<file path="src/sv/pjb_pkg.sv">
`timescale 1ns / 1ps
// ----------------------------------------------------------------------------
// Packet jitter buffer package
// Shared widths, request and register codes, the table entry type and the
// command and status bundles that join the controller and the datapath.
// ----------------------------------------------------------------------------
package pjb_pkg;

    localparam int DEPTH      = 16;
    // One slot beyond DEPTH holds a new packet pushed into a full table.
    localparam int SLOTS      = DEPTH + 1;
    localparam int SLOT_W     = $clog2(SLOTS);
    localparam int FILL_W     = $clog2(SLOTS + 1);

    localparam int REQ_W      = 2;
    localparam int SEQ_W      = 16;
    localparam int HANDLE_W   = 16;
    localparam int LEN_W      = 11;
    localparam int CNT_W      = 32;
    localparam int CFG_W      = 5;
    localparam int FILL_OUT_W = 5;
    localparam int CFG_IDX_W  = 1;

    localparam int CMP_A      = (FILL_W > CFG_W) ? FILL_W : CFG_W;
    localparam int CMP_W      = (CMP_A > FILL_OUT_W) ? CMP_A : FILL_OUT_W;

    localparam logic [REQ_W-1:0] REQ_PUSH  = 2'd0;
    localparam logic [REQ_W-1:0] REQ_POP   = 2'd1;
    localparam logic [REQ_W-1:0] REQ_RESET = 2'd2;

    localparam logic [CFG_IDX_W-1:0] REG_TARGET_FILL = 1'd0;
    localparam logic [CFG_IDX_W-1:0] REG_MAX_FILL    = 1'd1;

    localparam logic [CFG_W-1:0] TARGET_FILL_RST = 5'd4;
    localparam logic [CFG_W-1:0] MAX_FILL_RST    = 5'd16;

    typedef struct packed {
        logic [SEQ_W-1:0]    seq;
        logic [HANDLE_W-1:0] handle;
        logic [LEN_W-1:0]    len;
    } t_entry;

    typedef struct packed {
        logic accept;
        logic scan_start;
        logic key_exp;
        logic write_entry;
        logic start_play;
        logic drop_min;
        logic pop_finish;
        logic clear;
        logic load_result;
    } t_cmd;

    typedef struct packed {
        logic [REQ_W-1:0] req_type;
        logic             len_zero;
        logic             started;
        logic             scan_done;
        logic             start_cond;
        logic             over_limit;
        logic             out_free;
    } t_sts;

endpackage

</file>
<file path="src/sv/pjb_if.sv">
`timescale 1ns / 1ps
// ----------------------------------------------------------------------------
// Packet jitter buffer channel interfaces
// Request, result and configuration channels with valid/ready handshakes.
// ----------------------------------------------------------------------------
interface pjb_req_if;
    logic                          valid;
    logic                          ready;
    logic [pjb_pkg::REQ_W-1:0]     req_type;
    logic [pjb_pkg::SEQ_W-1:0]     seq_num;
    logic [pjb_pkg::HANDLE_W-1:0]  payload_handle;
    logic [pjb_pkg::LEN_W-1:0]     payload_len;

    modport source (output valid, req_type, seq_num, payload_handle, payload_len,
                    input ready);
    modport sink   (input valid, req_type, seq_num, payload_handle, payload_len,
                    output ready);
endinterface

interface pjb_res_if;
    logic                            valid;
    logic                            ready;
    logic                            found;
    logic [pjb_pkg::HANDLE_W-1:0]    out_handle;
    logic [pjb_pkg::LEN_W-1:0]       out_len;
    logic [pjb_pkg::FILL_OUT_W-1:0]  fill_count;
    logic [pjb_pkg::CNT_W-1:0]       late_count;
    logic [pjb_pkg::CNT_W-1:0]       lost_count;
    logic                            playing;

    modport source (output valid, found, out_handle, out_len, fill_count,
                    late_count, lost_count, playing, input ready);
    modport sink   (input valid, found, out_handle, out_len, fill_count,
                    late_count, lost_count, playing, output ready);
endinterface

interface pjb_cfg_if;
    logic                           valid;
    logic                           ready;
    logic [pjb_pkg::CFG_IDX_W-1:0]  index;
    logic [pjb_pkg::CFG_W-1:0]      data;

    modport source (output valid, index, data, input ready);
    modport sink   (input valid, index, data, output ready);
endinterface

</file>
<file path="src/sv/pjb_ctrl.sv">
`timescale 1ns / 1ps
// ----------------------------------------------------------------------------
// Packet jitter buffer controller
// Sequences each request through table scans, the entry write, the playback
// start, the drop loop, the table clear and the result hand-off.
// ----------------------------------------------------------------------------
module pjb_ctrl (
    input  logic          i_clk,
    input  logic          i_rst_n,
    input  logic          i_in_valid,
    output logic          o_in_ready,
    output pjb_pkg::t_cmd o_cmd,
    input  pjb_pkg::t_sts i_sts
);

    typedef enum logic [3:0] {
        ST_IDLE,
        ST_DECODE,
        ST_PUSH_SCAN,
        ST_PUSH_WR,
        ST_CHECK,
        ST_START_SCAN,
        ST_START_SET,
        ST_DROP_SCAN,
        ST_DROP,
        ST_POP_SCAN,
        ST_POP_FIN,
        ST_DONE
    } t_state;

    t_state r_state;
    t_state n_state;

    always_comb begin
        n_state = r_state;
        o_cmd   = '0;
        unique case (r_state)
            ST_IDLE: begin
                o_cmd.accept = i_in_valid;
                if (i_in_valid) begin
                    n_state = ST_DECODE;
                end
            end
            ST_DECODE: begin
                unique case (i_sts.req_type)
                    pjb_pkg::REQ_PUSH: begin
                        if (i_sts.len_zero) begin
                            n_state = ST_DONE;
                        end else begin
                            o_cmd.scan_start = 1'b1;
                            n_state          = ST_PUSH_SCAN;
                        end
                    end
                    pjb_pkg::REQ_POP: begin
                        if (!i_sts.started) begin
                            n_state = ST_DONE;
                        end else begin
                            o_cmd.scan_start = 1'b1;
                            o_cmd.key_exp    = 1'b1;
                            n_state          = ST_POP_SCAN;
                        end
                    end
                    pjb_pkg::REQ_RESET: begin
                        o_cmd.clear = 1'b1;
                        n_state     = ST_DONE;
                    end
                    default: begin
                        n_state = ST_DONE;
                    end
                endcase
            end
            ST_PUSH_SCAN: begin
                if (i_sts.scan_done) begin
                    n_state = ST_PUSH_WR;
                end
            end
            ST_PUSH_WR: begin
                o_cmd.write_entry = 1'b1;
                n_state           = ST_CHECK;
            end
            ST_CHECK: begin
                // The start check comes first; after it only drops remain.
                if (i_sts.start_cond) begin
                    o_cmd.scan_start = 1'b1;
                    n_state          = ST_START_SCAN;
                end else if (i_sts.over_limit) begin
                    o_cmd.scan_start = 1'b1;
                    n_state          = ST_DROP_SCAN;
                end else begin
                    n_state = ST_DONE;
                end
            end
            ST_START_SCAN: begin
                if (i_sts.scan_done) begin
                    n_state = ST_START_SET;
                end
            end
            ST_START_SET: begin
                o_cmd.start_play = 1'b1;
                n_state          = ST_CHECK;
            end
            ST_DROP_SCAN: begin
                if (i_sts.scan_done) begin
                    n_state = ST_DROP;
                end
            end
            ST_DROP: begin
                o_cmd.drop_min = 1'b1;
                n_state        = ST_CHECK;
            end
            ST_POP_SCAN: begin
                if (i_sts.scan_done) begin
                    n_state = ST_POP_FIN;
                end
            end
            ST_POP_FIN: begin
                o_cmd.pop_finish = 1'b1;
                n_state          = ST_DONE;
            end
            ST_DONE: begin
                if (i_sts.out_free) begin
                    o_cmd.load_result = 1'b1;
                    n_state           = ST_IDLE;
                end
            end
            default: begin
                n_state = ST_IDLE;
            end
        endcase
    end

    assign o_in_ready = (r_state == ST_IDLE);

    always_ff @(posedge i_clk) begin
        if (!i_rst_n) begin
            r_state <= ST_IDLE;
        end else begin
            r_state <= n_state;
        end
    end

endmodule

</file>
<file path="src/sv/pjb_dp.sv">
`timescale 1ns / 1ps
// ----------------------------------------------------------------------------
// Packet jitter buffer datapath
// Entry table memory with valid bits, the scan unit that finds a key match,
// the first free slot and the smallest sequence number, the play state,
// the saturating counters, configuration registers and the result register.
// ----------------------------------------------------------------------------
module pjb_dp (
    input  logic                              i_clk,
    input  logic                              i_rst_n,
    input  logic [pjb_pkg::REQ_W-1:0]         i_req_type,
    input  logic [pjb_pkg::SEQ_W-1:0]         i_seq_num,
    input  logic [pjb_pkg::HANDLE_W-1:0]      i_payload_handle,
    input  logic [pjb_pkg::LEN_W-1:0]         i_payload_len,
    input  logic                              i_cfg_we,
    input  logic [pjb_pkg::CFG_IDX_W-1:0]     i_cfg_index,
    input  logic [pjb_pkg::CFG_W-1:0]         i_cfg_data,
    input  pjb_pkg::t_cmd                     i_cmd,
    output pjb_pkg::t_sts                     o_sts,
    output logic                              o_out_valid,
    input  logic                              i_out_ready,
    output logic                              o_found,
    output logic [pjb_pkg::HANDLE_W-1:0]      o_out_handle,
    output logic [pjb_pkg::LEN_W-1:0]         o_out_len,
    output logic [pjb_pkg::FILL_OUT_W-1:0]    o_fill_count,
    output logic [pjb_pkg::CNT_W-1:0]         o_late_count,
    output logic [pjb_pkg::CNT_W-1:0]         o_lost_count,
    output logic                              o_playing
);

    // Configuration
    logic [pjb_pkg::CFG_W-1:0] r_target_fill;
    logic [pjb_pkg::CFG_W-1:0] r_max_fill;

    always_ff @(posedge i_clk) begin
        if (!i_rst_n) begin
            r_target_fill <= pjb_pkg::TARGET_FILL_RST;
            r_max_fill    <= pjb_pkg::MAX_FILL_RST;
        end else if (i_cfg_we) begin
            unique case (i_cfg_index)
                pjb_pkg::REG_TARGET_FILL: r_target_fill <= i_cfg_data;
                pjb_pkg::REG_MAX_FILL:    r_max_fill    <= i_cfg_data;
                default: ;
            endcase
        end
    end

    // Request holding registers
    logic [pjb_pkg::REQ_W-1:0]    r_req_type;
    logic [pjb_pkg::SEQ_W-1:0]    r_seq;
    logic [pjb_pkg::HANDLE_W-1:0] r_handle;
    logic [pjb_pkg::LEN_W-1:0]    r_len;

    always_ff @(posedge i_clk) begin
        if (i_cmd.accept) begin
            r_req_type <= i_req_type;
            r_seq      <= i_seq_num;
            r_handle   <= i_payload_handle;
            r_len      <= i_payload_len;
        end
    end

    // Table state
    logic [pjb_pkg::SLOTS-1:0]  r_valid;
    logic [pjb_pkg::FILL_W-1:0] r_fill;
    logic [pjb_pkg::SEQ_W-1:0]  r_expected;
    logic                       r_started;
    logic [pjb_pkg::CNT_W-1:0]  r_late;
    logic [pjb_pkg::CNT_W-1:0]  r_lost;

    // Scan unit
    logic                        r_scan_run;
    logic [pjb_pkg::SLOT_W-1:0]  r_scan_addr;
    logic                        r_rd_vld;
    logic [pjb_pkg::SLOT_W-1:0]  r_rd_idx;
    logic                        r_rd_ent_vld;
    pjb_pkg::t_entry             r_rd_data;
    logic [pjb_pkg::SEQ_W-1:0]   r_key;

    logic                        r_hit;
    logic [pjb_pkg::SLOT_W-1:0]  r_hit_idx;
    logic [pjb_pkg::HANDLE_W-1:0] r_hit_handle;
    logic [pjb_pkg::LEN_W-1:0]   r_hit_len;
    logic                        r_min_found;
    logic [pjb_pkg::SLOT_W-1:0]  r_min_idx;
    logic [pjb_pkg::SEQ_W-1:0]   r_min_seq;
    logic                        r_free_found;
    logic [pjb_pkg::SLOT_W-1:0]  r_free_idx;

    // Entry memory
    pjb_pkg::t_entry             r_mem [pjb_pkg::SLOTS];
    logic [pjb_pkg::SLOT_W-1:0]  w_wr_slot;
    pjb_pkg::t_entry             w_wr_entry;

    assign w_wr_slot  = r_hit ? r_hit_idx : r_free_idx;
    assign w_wr_entry = '{seq: r_seq, handle: r_handle, len: r_len};

    always_ff @(posedge i_clk) begin
        if (i_cmd.write_entry) begin
            r_mem[w_wr_slot] <= w_wr_entry;
        end
        r_rd_data <= r_mem[r_scan_addr];
    end

    always_ff @(posedge i_clk) begin
        if (!i_rst_n) begin
            r_scan_run  <= 1'b0;
            r_scan_addr <= '0;
            r_rd_vld    <= 1'b0;
        end else begin
            if (i_cmd.scan_start) begin
                r_scan_run  <= 1'b1;
                r_scan_addr <= '0;
            end else if (r_scan_run) begin
                if (r_scan_addr == pjb_pkg::SLOT_W'(pjb_pkg::SLOTS - 1)) begin
                    r_scan_run <= 1'b0;
                end else begin
                    r_scan_addr <= r_scan_addr + pjb_pkg::SLOT_W'(1);
                end
            end
            r_rd_vld <= r_scan_run;
        end
    end

    always_ff @(posedge i_clk) begin
        r_rd_idx     <= r_scan_addr;
        r_rd_ent_vld <= r_valid[r_scan_addr];
        if (i_cmd.scan_start) begin
            r_key <= i_cmd.key_exp ? r_expected : r_seq;
        end
    end

    // Match, minimum and first free slot are gathered in one pass.
    always_ff @(posedge i_clk) begin
        if (!i_rst_n) begin
            r_hit        <= 1'b0;
            r_min_found  <= 1'b0;
            r_free_found <= 1'b0;
        end else if (i_cmd.scan_start) begin
            r_hit        <= 1'b0;
            r_min_found  <= 1'b0;
            r_free_found <= 1'b0;
        end else if (r_rd_vld) begin
            if (r_rd_ent_vld) begin
                if (r_rd_data.seq == r_key) begin
                    r_hit        <= 1'b1;
                    r_hit_idx    <= r_rd_idx;
                    r_hit_handle <= r_rd_data.handle;
                    r_hit_len    <= r_rd_data.len;
                end
                if (!r_min_found || (r_rd_data.seq < r_min_seq)) begin
                    r_min_found <= 1'b1;
                    r_min_idx   <= r_rd_idx;
                    r_min_seq   <= r_rd_data.seq;
                end
            end else if (!r_free_found) begin
                r_free_found <= 1'b1;
                r_free_idx   <= r_rd_idx;
            end
        end
    end

    // Per-request result fields
    logic                         r_found;
    logic [pjb_pkg::HANDLE_W-1:0] r_res_handle;
    logic [pjb_pkg::LEN_W-1:0]    r_res_len;

    always_ff @(posedge i_clk) begin
        if (!i_rst_n) begin
            r_valid      <= '0;
            r_fill       <= '0;
            r_expected   <= '0;
            r_started    <= 1'b0;
            r_late       <= '0;
            r_lost       <= '0;
            r_found      <= 1'b0;
            r_res_handle <= '0;
            r_res_len    <= '0;
        end else begin
            if (i_cmd.accept) begin
                r_found      <= 1'b0;
                r_res_handle <= '0;
                r_res_len    <= '0;
            end
            if (i_cmd.write_entry) begin
                r_valid[w_wr_slot] <= 1'b1;
                if (!r_hit) begin
                    r_fill <= r_fill + pjb_pkg::FILL_W'(1);
                end
            end
            if (i_cmd.start_play && r_min_found) begin
                r_expected <= r_min_seq;
            end
            if (i_cmd.start_play) begin
                r_started <= 1'b1;
            end
            if (i_cmd.drop_min) begin
                r_valid[r_min_idx] <= 1'b0;
                r_fill             <= r_fill - pjb_pkg::FILL_W'(1);
                // A dropped entry is late when playback has not started or it lies
                // below the expected sequence number.
                if ((!r_started || (r_min_seq < r_expected)) && (r_late != '1)) begin
                    r_late <= r_late + pjb_pkg::CNT_W'(1);
                end
            end
            if (i_cmd.pop_finish) begin
                if (r_hit) begin
                    r_valid[r_hit_idx] <= 1'b0;
                    r_fill             <= r_fill - pjb_pkg::FILL_W'(1);
                    r_found            <= 1'b1;
                    r_res_handle       <= r_hit_handle;
                    r_res_len          <= r_hit_len;
                end else if (r_lost != '1) begin
                    r_lost <= r_lost + pjb_pkg::CNT_W'(1);
                end
                r_expected <= r_expected + pjb_pkg::SEQ_W'(1);
            end
            if (i_cmd.clear) begin
                r_valid    <= '0;
                r_fill     <= '0;
                r_expected <= '0;
                r_started  <= 1'b0;
            end
        end
    end

    // Fill comparisons
    logic [pjb_pkg::CMP_W-1:0] w_fill_ext;
    logic [pjb_pkg::CMP_W-1:0] w_max_ext;
    logic [pjb_pkg::CMP_W-1:0] w_limit;

    assign w_fill_ext = pjb_pkg::CMP_W'(r_fill);
    assign w_max_ext  = pjb_pkg::CMP_W'(r_max_fill);
    assign w_limit    = (w_max_ext < pjb_pkg::CMP_W'(pjb_pkg::DEPTH))
                        ? w_max_ext : pjb_pkg::CMP_W'(pjb_pkg::DEPTH);

    // Result register
    logic                           r_out_vld;
    logic                           r_out_found;
    logic [pjb_pkg::HANDLE_W-1:0]   r_out_handle;
    logic [pjb_pkg::LEN_W-1:0]      r_out_len;
    logic [pjb_pkg::FILL_OUT_W-1:0] r_out_fill;
    logic [pjb_pkg::CNT_W-1:0]      r_out_late;
    logic [pjb_pkg::CNT_W-1:0]      r_out_lost;
    logic                           r_out_playing;

    always_ff @(posedge i_clk) begin
        if (!i_rst_n) begin
            r_out_vld <= 1'b0;
        end else if (i_cmd.load_result) begin
            r_out_vld <= 1'b1;
        end else if (i_out_ready) begin
            r_out_vld <= 1'b0;
        end
    end

    always_ff @(posedge i_clk) begin
        if (i_cmd.load_result) begin
            r_out_found   <= r_found;
            r_out_handle  <= r_res_handle;
            r_out_len     <= r_res_len;
            r_out_fill    <= w_fill_ext[pjb_pkg::FILL_OUT_W-1:0];
            r_out_late    <= r_late;
            r_out_lost    <= r_lost;
            r_out_playing <= r_started;
        end
    end

    assign o_sts.req_type   = r_req_type;
    assign o_sts.len_zero   = (r_len == '0);
    assign o_sts.started    = r_started;
    assign o_sts.scan_done  = r_rd_vld && (r_rd_idx == pjb_pkg::SLOT_W'(pjb_pkg::SLOTS - 1));
    assign o_sts.start_cond = !r_started && (w_fill_ext >= pjb_pkg::CMP_W'(r_target_fill));
    assign o_sts.over_limit = (w_fill_ext > w_limit);
    assign o_sts.out_free   = !r_out_vld || i_out_ready;

    assign o_out_valid  = r_out_vld;
    assign o_found      = r_out_found;
    assign o_out_handle = r_out_handle;
    assign o_out_len    = r_out_len;
    assign o_fill_count = r_out_fill;
    assign o_late_count = r_out_late;
    assign o_lost_count = r_out_lost;
    assign o_playing    = r_out_playing;

endmodule

</file>
<file path="src/sv/packet_jitter_buffer.sv">
`timescale 1ns / 1ps
// Steps: a reset request or ignored request goes straight to the result; a pop runs one table scan.
// A push runs one table scan, plus one more for the start check and one for each dropped entry.
// Each table scan reads one entry per cycle through the single read port of the entry memory.
// Throughput: one request at a time; the next is taken once the result is in the output register.
// Reset is synchronous and active low: it empties the table, clears play state and counters and
// restores target_fill 4 and max_fill 16 at once, with no clearing pass.
// ----------------------------------------------------------------------------
// Packet jitter buffer
// Sequence-keyed descriptor table with playback start, overflow drop and
// saturating late and loss counters.
// ----------------------------------------------------------------------------
module packet_jitter_buffer (
    input  logic        i_clk,
    input  logic        i_rst_n,
    pjb_req_if.sink     i_req,
    pjb_res_if.source   o_res,
    pjb_cfg_if.sink     i_cfg
);

    pjb_pkg::t_cmd w_cmd;
    pjb_pkg::t_sts w_sts;
    logic          w_in_ready;

    assign i_req.ready = w_in_ready;
    assign i_cfg.ready = 1'b1;

    pjb_ctrl u_ctrl (
        .i_clk      (i_clk),
        .i_rst_n    (i_rst_n),
        .i_in_valid (i_req.valid),
        .o_in_ready (w_in_ready),
        .o_cmd      (w_cmd),
        .i_sts      (w_sts)
    );

    pjb_dp u_dp (
        .i_clk            (i_clk),
        .i_rst_n          (i_rst_n),
        .i_req_type       (i_req.req_type),
        .i_seq_num        (i_req.seq_num),
        .i_payload_handle (i_req.payload_handle),
        .i_payload_len    (i_req.payload_len),
        .i_cfg_we         (i_cfg.valid),
        .i_cfg_index      (i_cfg.index),
        .i_cfg_data       (i_cfg.data),
        .i_cmd            (w_cmd),
        .o_sts            (w_sts),
        .o_out_valid      (o_res.valid),
        .i_out_ready      (o_res.ready),
        .o_found          (o_res.found),
        .o_out_handle     (o_res.out_handle),
        .o_out_len        (o_res.out_len),
        .o_fill_count     (o_res.fill_count),
        .o_late_count     (o_res.late_count),
        .o_lost_count     (o_res.lost_count),
        .o_playing        (o_res.playing)
    );

endmodule

</file>
<file path="src/flat_wrapper.sv">
// flat-port wrapper written by rule: the top's interface ports become plain ports
module packet_jitter_buffer_flat 
  (i_clk, i_rst_n, i_req_valid, i_req_req_type, i_req_seq_num, i_req_payload_handle, i_req_payload_len, i_req_ready, o_res_valid, o_res_found, o_res_out_handle, o_res_out_len, o_res_fill_count, o_res_late_count, o_res_lost_count, o_res_playing, o_res_ready, i_cfg_valid, i_cfg_index, i_cfg_data, i_cfg_ready);
  pjb_req_if i_req_i ();
  pjb_res_if o_res_i ();
  pjb_cfg_if i_cfg_i ();
  input  logic i_clk;
  input  logic i_rst_n;
  input wire logic [$bits(i_req_i.valid)-1:0] i_req_valid;
  input wire logic [$bits(i_req_i.req_type)-1:0] i_req_req_type;
  input wire logic [$bits(i_req_i.seq_num)-1:0] i_req_seq_num;
  input wire logic [$bits(i_req_i.payload_handle)-1:0] i_req_payload_handle;
  input wire logic [$bits(i_req_i.payload_len)-1:0] i_req_payload_len;
  output wire logic [$bits(i_req_i.ready)-1:0] i_req_ready;
  output wire logic [$bits(o_res_i.valid)-1:0] o_res_valid;
  output wire logic [$bits(o_res_i.found)-1:0] o_res_found;
  output wire logic [$bits(o_res_i.out_handle)-1:0] o_res_out_handle;
  output wire logic [$bits(o_res_i.out_len)-1:0] o_res_out_len;
  output wire logic [$bits(o_res_i.fill_count)-1:0] o_res_fill_count;
  output wire logic [$bits(o_res_i.late_count)-1:0] o_res_late_count;
  output wire logic [$bits(o_res_i.lost_count)-1:0] o_res_lost_count;
  output wire logic [$bits(o_res_i.playing)-1:0] o_res_playing;
  input wire logic [$bits(o_res_i.ready)-1:0] o_res_ready;
  input wire logic [$bits(i_cfg_i.valid)-1:0] i_cfg_valid;
  input wire logic [$bits(i_cfg_i.index)-1:0] i_cfg_index;
  input wire logic [$bits(i_cfg_i.data)-1:0] i_cfg_data;
  output wire logic [$bits(i_cfg_i.ready)-1:0] i_cfg_ready;
  assign i_req_i.valid = i_req_valid;
  assign i_req_i.req_type = i_req_req_type;
  assign i_req_i.seq_num = i_req_seq_num;
  assign i_req_i.payload_handle = i_req_payload_handle;
  assign i_req_i.payload_len = i_req_payload_len;
  assign i_req_ready = i_req_i.ready;
  assign o_res_valid = o_res_i.valid;
  assign o_res_found = o_res_i.found;
  assign o_res_out_handle = o_res_i.out_handle;
  assign o_res_out_len = o_res_i.out_len;
  assign o_res_fill_count = o_res_i.fill_count;
  assign o_res_late_count = o_res_i.late_count;
  assign o_res_lost_count = o_res_i.lost_count;
  assign o_res_playing = o_res_i.playing;
  assign o_res_i.ready = o_res_ready;
  assign i_cfg_i.valid = i_cfg_valid;
  assign i_cfg_i.index = i_cfg_index;
  assign i_cfg_i.data = i_cfg_data;
  assign i_cfg_ready = i_cfg_i.ready;
  packet_jitter_buffer u_core (.i_clk(i_clk), .i_rst_n(i_rst_n), .i_req(i_req_i), .o_res(o_res_i), .i_cfg(i_cfg_i));
endmodule
</file>
<file path="config.mk">
export PLATFORM = sky130hd
export DESIGN_NAME = packet_jitter_buffer_flat
export DESIGN_NICKNAME = d
export VERILOG_FILES = /design/src/sv/pjb_pkg.sv /design/src/sv/pjb_if.sv /design/src/sv/pjb_ctrl.sv /design/src/sv/pjb_dp.sv /design/src/sv/packet_jitter_buffer.sv /design/src/flat_wrapper.sv
export SDC_FILE = /design/constraint.sdc
export NUM_CORES = 1
export LEC_CHECK = 0
export ABC_AREA = 1
export BUFFER_PORTS_ARGS = -buffer_cell sky130_fd_sc_hd__buf_2
export CORE_UTILIZATION = 53
export DETAILED_ROUTE_END_ITERATION = 10
export GPL_TIMING_DRIVEN = 1
export PLACE_DENSITY = 0.77
export RECOVER_POWER = 25
export SLEW_MARGIN = 5
export SYNTH_ARGS = -nofsm -noshare
export SYNTH_HDL_FRONTEND = slang
export SYNTH_SLANG_ARGS = --single-unit
</file>
<file path="constraint.sdc">
create_clock -name i_clk -period 9.35 [get_ports i_clk]
set_input_delay 0 -clock i_clk [delete_from_list [all_inputs] [get_ports i_clk]]
set_output_delay 0 -clock i_clk [all_outputs]
set_load 0.1 [all_outputs]
</file>
== Yosys cells after proc, flatten, opt, wreduce, memory -nomap -nowiden ==
Memory sizes are Yosys's and may differ from the RTL's. A register that Yosys moved wholly into a read port is not among the register bits.
Cells that the tools add are included.

* Input port bits: 56
* Output and inout port bits: 101
* Flip-flop bits (word level): 379
* Bits in writable memories: 731
* Memories: 1
* Word-level logic and storage cells: 196

{| class="wikitable"
|+ Memories
! memory !! depth !! bits a word !! read ports !! clocked after memory_dff !! write ports !! RTL line !! text
|-
| u_core.u_dp.r_mem || 17 || 43 || 1 || 1 || 1 || pjb_dp.sv:91 || <nowiki>pjb_pkg::t_entry r_mem [pjb_pkg::SLOTS];</nowiki>
|}

* $add $sub $neg: 6
* Reduce and logical (&&, ||, !) cells: 33
* Bitwise logic cells: 12
* Multiplexer cells: 69
* Equality and inequality tests: 24
* Order comparisons: 12

{| class="wikitable"
|+ Operator list
! cell !! number
|-
| two-way mux 17 bit || 6
|-
| two-way mux 16 bit || 6
|-
| adder 32 x 1 -> 32 bit (second input constant) || 2
|-
| != test 32 bit (second input constant) || 2
|-
| case mux 4 bit (10 select lines) || 1
|-
| two-way mux 4 bit || 9
|-
| two-way mux 5 bit || 7
|-
| AND 17 bit || 2
|-
| inverter 17 bit || 2
|-
| two-way mux 11 bit || 3
|-
| < comparator 16 bit || 2
|-
| two-way mux 1 bit || 28
|-
| < comparator 5 x 6 -> 1 bit (second input constant) || 4
|-
| OR 17 bit || 1
|-
| adder 16 x 1 -> 16 bit (second input constant) || 1
|-
| equality test 16 bit || 1
|-
| equality test 4 x 3 -> 1 bit (second input constant) || 4
|-
| equality test 4 bit (second input constant) || 4
|-
| demux 1 bit (select 5 bit) || 3
|-
| greater-or-equal comparator 5 x 1 -> 1 bit (second input constant) || 3
|-
| AND reduction 5 bit || 3
|-
| != test 2 bit (second input constant) || 6
|-
| logical NOT 11 bit || 1
|-
| adder 5 x 1 -> 5 bit (second input constant) || 2
|-
| other kinds (25) || 53
|}

== Longest topological paths before layout ==
* Depth in word-level cells: 14
* Depth in mapped cells: 15
* Depth with buffers taken out: 14

== Modules after synthesis ==
From an unflattened synthesis, not the netlist that was laid out.

* Cell total of the unflattened synthesis: 3,807
* Area, all modules: 45,307.2 um2

{| class="wikitable"
|+ By module, submodules not included
! module !! seq. area each (um2) !! instances !! cells an instance !! area each (um2)
|-
| pjb_dp || 32,491.2 || 1 || 3,705 || 44,811.7
|-
| pjb_ctrl || 80.1 || 1 || 100 || 484.2
|-
| packet_jitter_buffer || 0.0 || 1 || 2 || 11.3
|}

== Worst setup path after synthesis ==
OpenSTA, ideal clock, no wires.

* Path type: flip-flop to flip-flop
* Start point: register u_core.u_dp.r_out_vld (netlist: u_core.u_dp.o_out_valid)
* End point: register u_core.u_dp.r_out_fill, in the netlist u_core.u_dp.o_fill_count[0], enable pin
* Cell stages (with the launch flop): 4
* Buffers on the path: 0
* Library setup time: 0.675 ns
* Path slack: 1.211 ns
* Required time: 8.675 ns
* Data arrival time: 7.464 ns
* Clock period less this slack: 8.139 ns
* Cells stage by stage: dfxtp_1 inv_1 nor2_1 nor3_1

{| class="wikitable"
|+ RTL lines
! element !! RTL line !! text
|-
| from (decl) || pjb_dp.sv:238 || <nowiki>logic r_out_vld;</nowiki>
|-
| from (signal assigned) || pjb_dp.sv:249 || <nowiki>r_out_vld <= 1'b0;</nowiki>
|-
| from (signal assigned) || pjb_dp.sv:251 || <nowiki>r_out_vld <= 1'b1;</nowiki>
|-
| from (signal assigned) || pjb_dp.sv:253 || <nowiki>r_out_vld <= 1'b0;</nowiki>
|-
| to (signal assigned) || pjb_dp.sv:262 || <nowiki>r_out_fill <= w_fill_ext[pjb_pkg::FILL_OUT_W-1:0];</nowiki>
|-
| to (decl) || pjb_dp.sv:242 || <nowiki>logic [pjb_pkg::FILL_OUT_W-1:0] r_out_fill;</nowiki>
|}

== Final worst setup path ==
* Start point: input port i_rst_n
* End point: register u_core.u_dp.r_valid[13] (netlist bit)

* Longest elaborated chain between the ends: 2

{| class="wikitable"
|+ Ends and longest elaborated chain
! element !! RTL line !! text
|-
| from (decl) || flat_wrapper.sv:8 || <nowiki>input logic i_rst_n;</nowiki>
|-
| inverter 1 bit (no source line) || - ||
|-
| OR reduction 2 bit (no source line) || - ||
|-
| to (signal assigned) || pjb_dp.sv:170 || <nowiki>r_valid <= '0;</nowiki>
|-
| to (signal, indexed assignment) || pjb_dp.sv:186 || <nowiki>r_valid[w_wr_slot] <= 1'b1;</nowiki>
|-
| to (signal, indexed assignment) || pjb_dp.sv:198 || <nowiki>r_valid[r_min_idx] <= 1'b0;</nowiki>
|-
| to (decl) || pjb_dp.sv:64 || <nowiki>logic [pjb_pkg::SLOTS-1:0] r_valid;</nowiki>
|}

Every way passes these cells.
A chain may end at the register's enable or synchronous reset.

==> impl_summary.log <==
[metrics] Static Leak: 17.1 nW
[metrics] antenna violations before repair: 7
[metrics] Maximum Capacitance Violations: 1
[metrics] proportion of layout cells with a drive suffix above 1: 9.41%
[metrics] Initial Util: 53.8%
[metrics] kind of end point of the critical path: flip-flop
[metrics] number of nets with antenna violations after detailed routing: 0
[metrics] via count of the first global-routing pass: 28,970
[metrics] final total negative setup slack: 0 ps
[metrics] worst min-delay path category: in -> reg
[metrics] final-report hold violation count: 0
[metrics] die area: 86,400 um2
[metrics] Max Clock Skew: 32.7 ps
[metrics] leading cell type in the layout, fill and taps excluded: sky130_fd_sc_hd__edfxtp_1
[metrics] mean number of vias per cell: 5.84
[metrics] Die Height: 294 um
[metrics] worst-skew pair later-pin latency: 690 ps
[metrics] number of levels the H-tree was split into: 3
[metrics] data required time at the worst endpoint: 9950 ps
[metrics] initial drt markers: 3,811
[metrics] total number of placement rows: 106
[metrics] data arrival time of the critical path: 4990 ps
[metrics] setup repair after global routing missed its margin: no
[metrics] Root Buffer Master: sky130_fd_sc_hd__clkbuf_16
[metrics] Final Cycle Share: 46.9%
[metrics] startpoint of the most critical setup path: i_rst_n
[metrics] routability congestion estimate: 0.927
[metrics] time the final worst path needs with I/O delays and setup: 4380 ps
[metrics] Worst path top cell family by delay: buffers and inverters
[metrics] clock buffer count from CTS: 108
[metrics] leading cell types in the layout, fill and taps excluded: sky130_fd_sc_hd__edfxtp_1, sky130_fd_sc_hd__nor2_1, sky130_fd_sc_hd__nand2_1, sky130_fd_sc_hd__o21ai_0, sky130_fd_sc_hd__dfxtp_1
[metrics] detailed-route wire length per cell: 21.4 um
[metrics] overflow left after global routing: 0
[metrics] cells after synthesis: 3,788
[metrics] number of input and output port buffers inserted: 155
[metrics] slew at the pin with the worst max-slew slack: 2410 ps
[metrics] total iterations of the first detailed-routing run: 6
[metrics] GR Util All Layers: 25.6%
[metrics] mean area per synthesized cell: 11.9 um2
[metrics] result of the run: finished, violations left
[metrics] power density normalized to cell area: 226 nW/um2
[metrics] Ys Warns: 0
[metrics] Net count, final: 4,070
[metrics] number of buffers and inverters on the critical path: 4
[metrics] final routed wirelength across all metal layers: 111,000 um
[metrics] buffers inserted by post-CTS timing repair: 0
[metrics] HP Start: i_req_payload_handle[8]
[metrics] drc violations: 0
[metrics] largest stage delay on the critical path: 1690 ps
[metrics] worst relative slew slack: -60.5%
[metrics] worst vdd rail ir drop: 0.163 mV
[metrics] Cell Chain, Critical Path: dlygate4sd3_1 -> buf_2 -> clkbuf_1 -> nand2_1 -> inv_1 -> o21ai_0 -> nor3_1
[metrics] maximum number of buffers from clock root to sink: 3
[metrics] category of the worst setup path launch point: input pin
[metrics] achievable frequency: 228 MHz
[metrics] quantity of gates resized following cts: 0
[metrics] Layout Area Growth over Synthesis: 13.3%
[metrics] number of pins exceeding their max-slew limit in the final report: 48
[metrics] detailed-route via count: 30,345
[metrics] crit path max-delay cell type: sky130_fd_sc_hd__clkbuf_1
[metrics] Synth async-reset ratio: 0%
[metrics] share of the yosys chip area belonging to registers: 72.1%
[metrics] Post-Syn Nets: 3,891
[metrics] Synth Register Bits: 1,153
[metrics] number of enable-type register cells in the synthesized netlist: 948
[metrics] area of the mapped netlist: 45,200 um2
[metrics] startpoint of the worst register-to-register path: u_core.u_dp.r_expected[6]$_SDFFE_PP0P_
[metrics] highest fanout seen on the critical path: 47
[metrics] floorplan core area: 84,000 um2
[metrics] total setup violations reported at the end of the flow: 0
[metrics] classification of the worst setup path: in -> reg
[metrics] CTS tree: yes
[metrics] Total Power Consumption: 11.6 mW
[metrics] post-synthesis cell type count: 42
[metrics] clock input transition at the sequential cells of the worst setup and hold paths: 70 ps
[metrics] TritonCTS Sinks: 1,153
[metrics] x dimension of the die: 294 um
[metrics] main flop type after synthesis: sky130_fd_sc_hd__edfxtp_1
[metrics] # IOs: 157
[metrics] failing checks: capacitance limit, slew limit
[metrics] detailed-placement wirelength estimate: 58,400 um
[metrics] pin count of the biggest net entering global routing: 194
[metrics] first-pass GRT wire length: 168,000 um
[per-layer routing]
metal	track usage [%]	routed length (um)	part of all wire, %	vias up
met4	10.0	3600	3.2	0
li1	-	-	-	13969
met2	41.1	52000	47	1553
met3	4.34	11100	10	239
met1	34.9	44400	40	14584
met5	0	0	0	-
[sequential cells by signal (all words and copies together), names as in the netlist, 16 cells and up]
name                      flops
u_core.u_dp.r_handle         16
u_core.u_dp.r_seq            16
u_core.u_dp.o_lost_count     32
u_core.u_dp.r_expected       16
u_core.u_dp.r_res_handle     16
u_core.u_dp.o_late_count     32
u_core.u_dp.r_mem           731
u_core.u_dp.r_key            16
u_core.u_dp.r_late           32
u_core.u_dp.r_hit_handle     16
u_core.u_dp.o_out_handle     16
u_core.u_dp.r_rd_data        43
u_core.u_dp.r_valid          17
u_core.u_dp.r_lost           32
u_core.u_dp.r_min_seq        16
[final cells by class]
cell class	instances	area, um2
clock inverter	59	474
inverter	142	543
multi-input combinational	2301	11500
tap	1134	1420
timing repair buffer	261	1740
clock buffer	145	2980
sequential	1153	32600
fill	6294	32700
antenna	4	10.0
[power by group]
| group | internal (mW) | total, mW | leakage (nW) | switching [mW] |
|---|---|---|---|---|
| clock | 2.36 | 4.24 | 1.68 | 1.88 |
| sequential | 5.94 | 6.28 | 10.3 | 0.339 |
| combinational | 0.300 | 1.04 | 5.18 | 0.736 |
| total | 8.60 | 11.6 | 17.1 | 2.96 |
[Yosys cell counts, types with 2 or more instances]
master                        n  area share [%]
sky130_fd_sc_hd__buf_4        4           0.066
sky130_fd_sc_hd__xnor2_1     35            0.68
sky130_fd_sc_hd__nand2_2      2           0.028
sky130_fd_sc_hd__buf_6        2           0.050
sky130_fd_sc_hd__o31ai_1      5           0.083
sky130_fd_sc_hd__o22ai_1    183             2.5
sky130_fd_sc_hd__nand3b_1     6            0.10
sky130_fd_sc_hd__o211ai_1     6            0.10
sky130_fd_sc_hd__nand4_1     18            0.25
sky130_fd_sc_hd__ha_1        47             1.3
sky130_fd_sc_hd__dfxtp_1    205             9.1
sky130_fd_sc_hd__inv_1      134             1.1
sky130_fd_sc_hd__o21ai_0    437             4.8
sky130_fd_sc_hd__nor3b_1      2           0.033
sky130_fd_sc_hd__xor2_1      40            0.78
sky130_fd_sc_hd__buf_2       26            0.29
sky130_fd_sc_hd__clkbuf_1   149             1.2
sky130_fd_sc_hd__buf_1       11           0.091
sky130_fd_sc_hd__nor3_1      66            0.73
sky130_fd_sc_hd__nand2_1    523             4.3
sky130_fd_sc_hd__a41oi_1     43            0.83
sky130_fd_sc_hd__inv_2        6           0.050
sky130_fd_sc_hd__a21oi_1    185             2.0
sky130_fd_sc_hd__nand3_1     91             1.0
sky130_fd_sc_hd__or2_2        3           0.042
sky130_fd_sc_hd__nor2_1     574             4.8
sky130_fd_sc_hd__clkinv_1     2           0.017
sky130_fd_sc_hd__o21ai_1      2           0.022
sky130_fd_sc_hd__nor2_2       4           0.055
sky130_fd_sc_hd__o221ai_1     3           0.058
sky130_fd_sc_hd__a31oi_1     10            0.14
sky130_fd_sc_hd__edfxtp_1   948              63
sky130_fd_sc_hd__o2111ai_1    2           0.039
sky130_fd_sc_hd__nor4_1       6           0.083
[timing repair]
action / in CTS / in global routing
endpoints found under the setup margin: 0 / 0
hold endpoints to repair: 88 / 0
hold buffers: 69 / 0
[per-stage QoR]
| stage | utilization (%) | hold slack [ps] | cell area (um2) | setup slack, ps | instances |
|---|---|---|---|---|---|
| floorplan | - | 98.9 | 45200 | 1210 | 3788 |
| finish | 61.0 | 27.6 | 51200 | 4970 | 5199 |
| detailed placement | 56.1 | 178 | 47100 | 5740 | 4922 |
| global placement | 56.1 | 179 | 47100 | 5840 | 4922 |
| global route | 61.0 | 28.7 | 51200 | 4600 | 5198 |
| CTS | 61.0 | 1.11 | 51200 | 5690 | 5195 |
[kinds of logic (layout without fill, tap and decap cells)]
kind of cell    Yosys count  count (layout)  synth area share (%)
simple gates           1300            1300                  11.5
compound gates          878             878                  10.7
buf+inv                 334             607                  2.91
flops                  1153            1153                  72.1
fa+ha+maj                47              47                  1.30
other cells               1               5               0.00830
xor+xnor                 75              75                  1.45
[path summary, 6_finish.rpt]
path | slack, ps | depth (start not counted) | to
worst max register to register | 5650 | 11 | u_core.u_dp.r_late[17]$_SDFFE_PN0P_
worst min register to register | 410 | 0 | u_core.u_dp.r_hit_len[7]$_DFFE_PP_
worst min-delay path | 30 | 2 | u_core.u_dp.r_handle[8]$_DFFE_PP_
worst max-delay path | 4970 | 7 | u_core.u_dp.r_valid[13]$_SDFF_PP0_
Note: power is estimated with default switching activity, not from simulation.
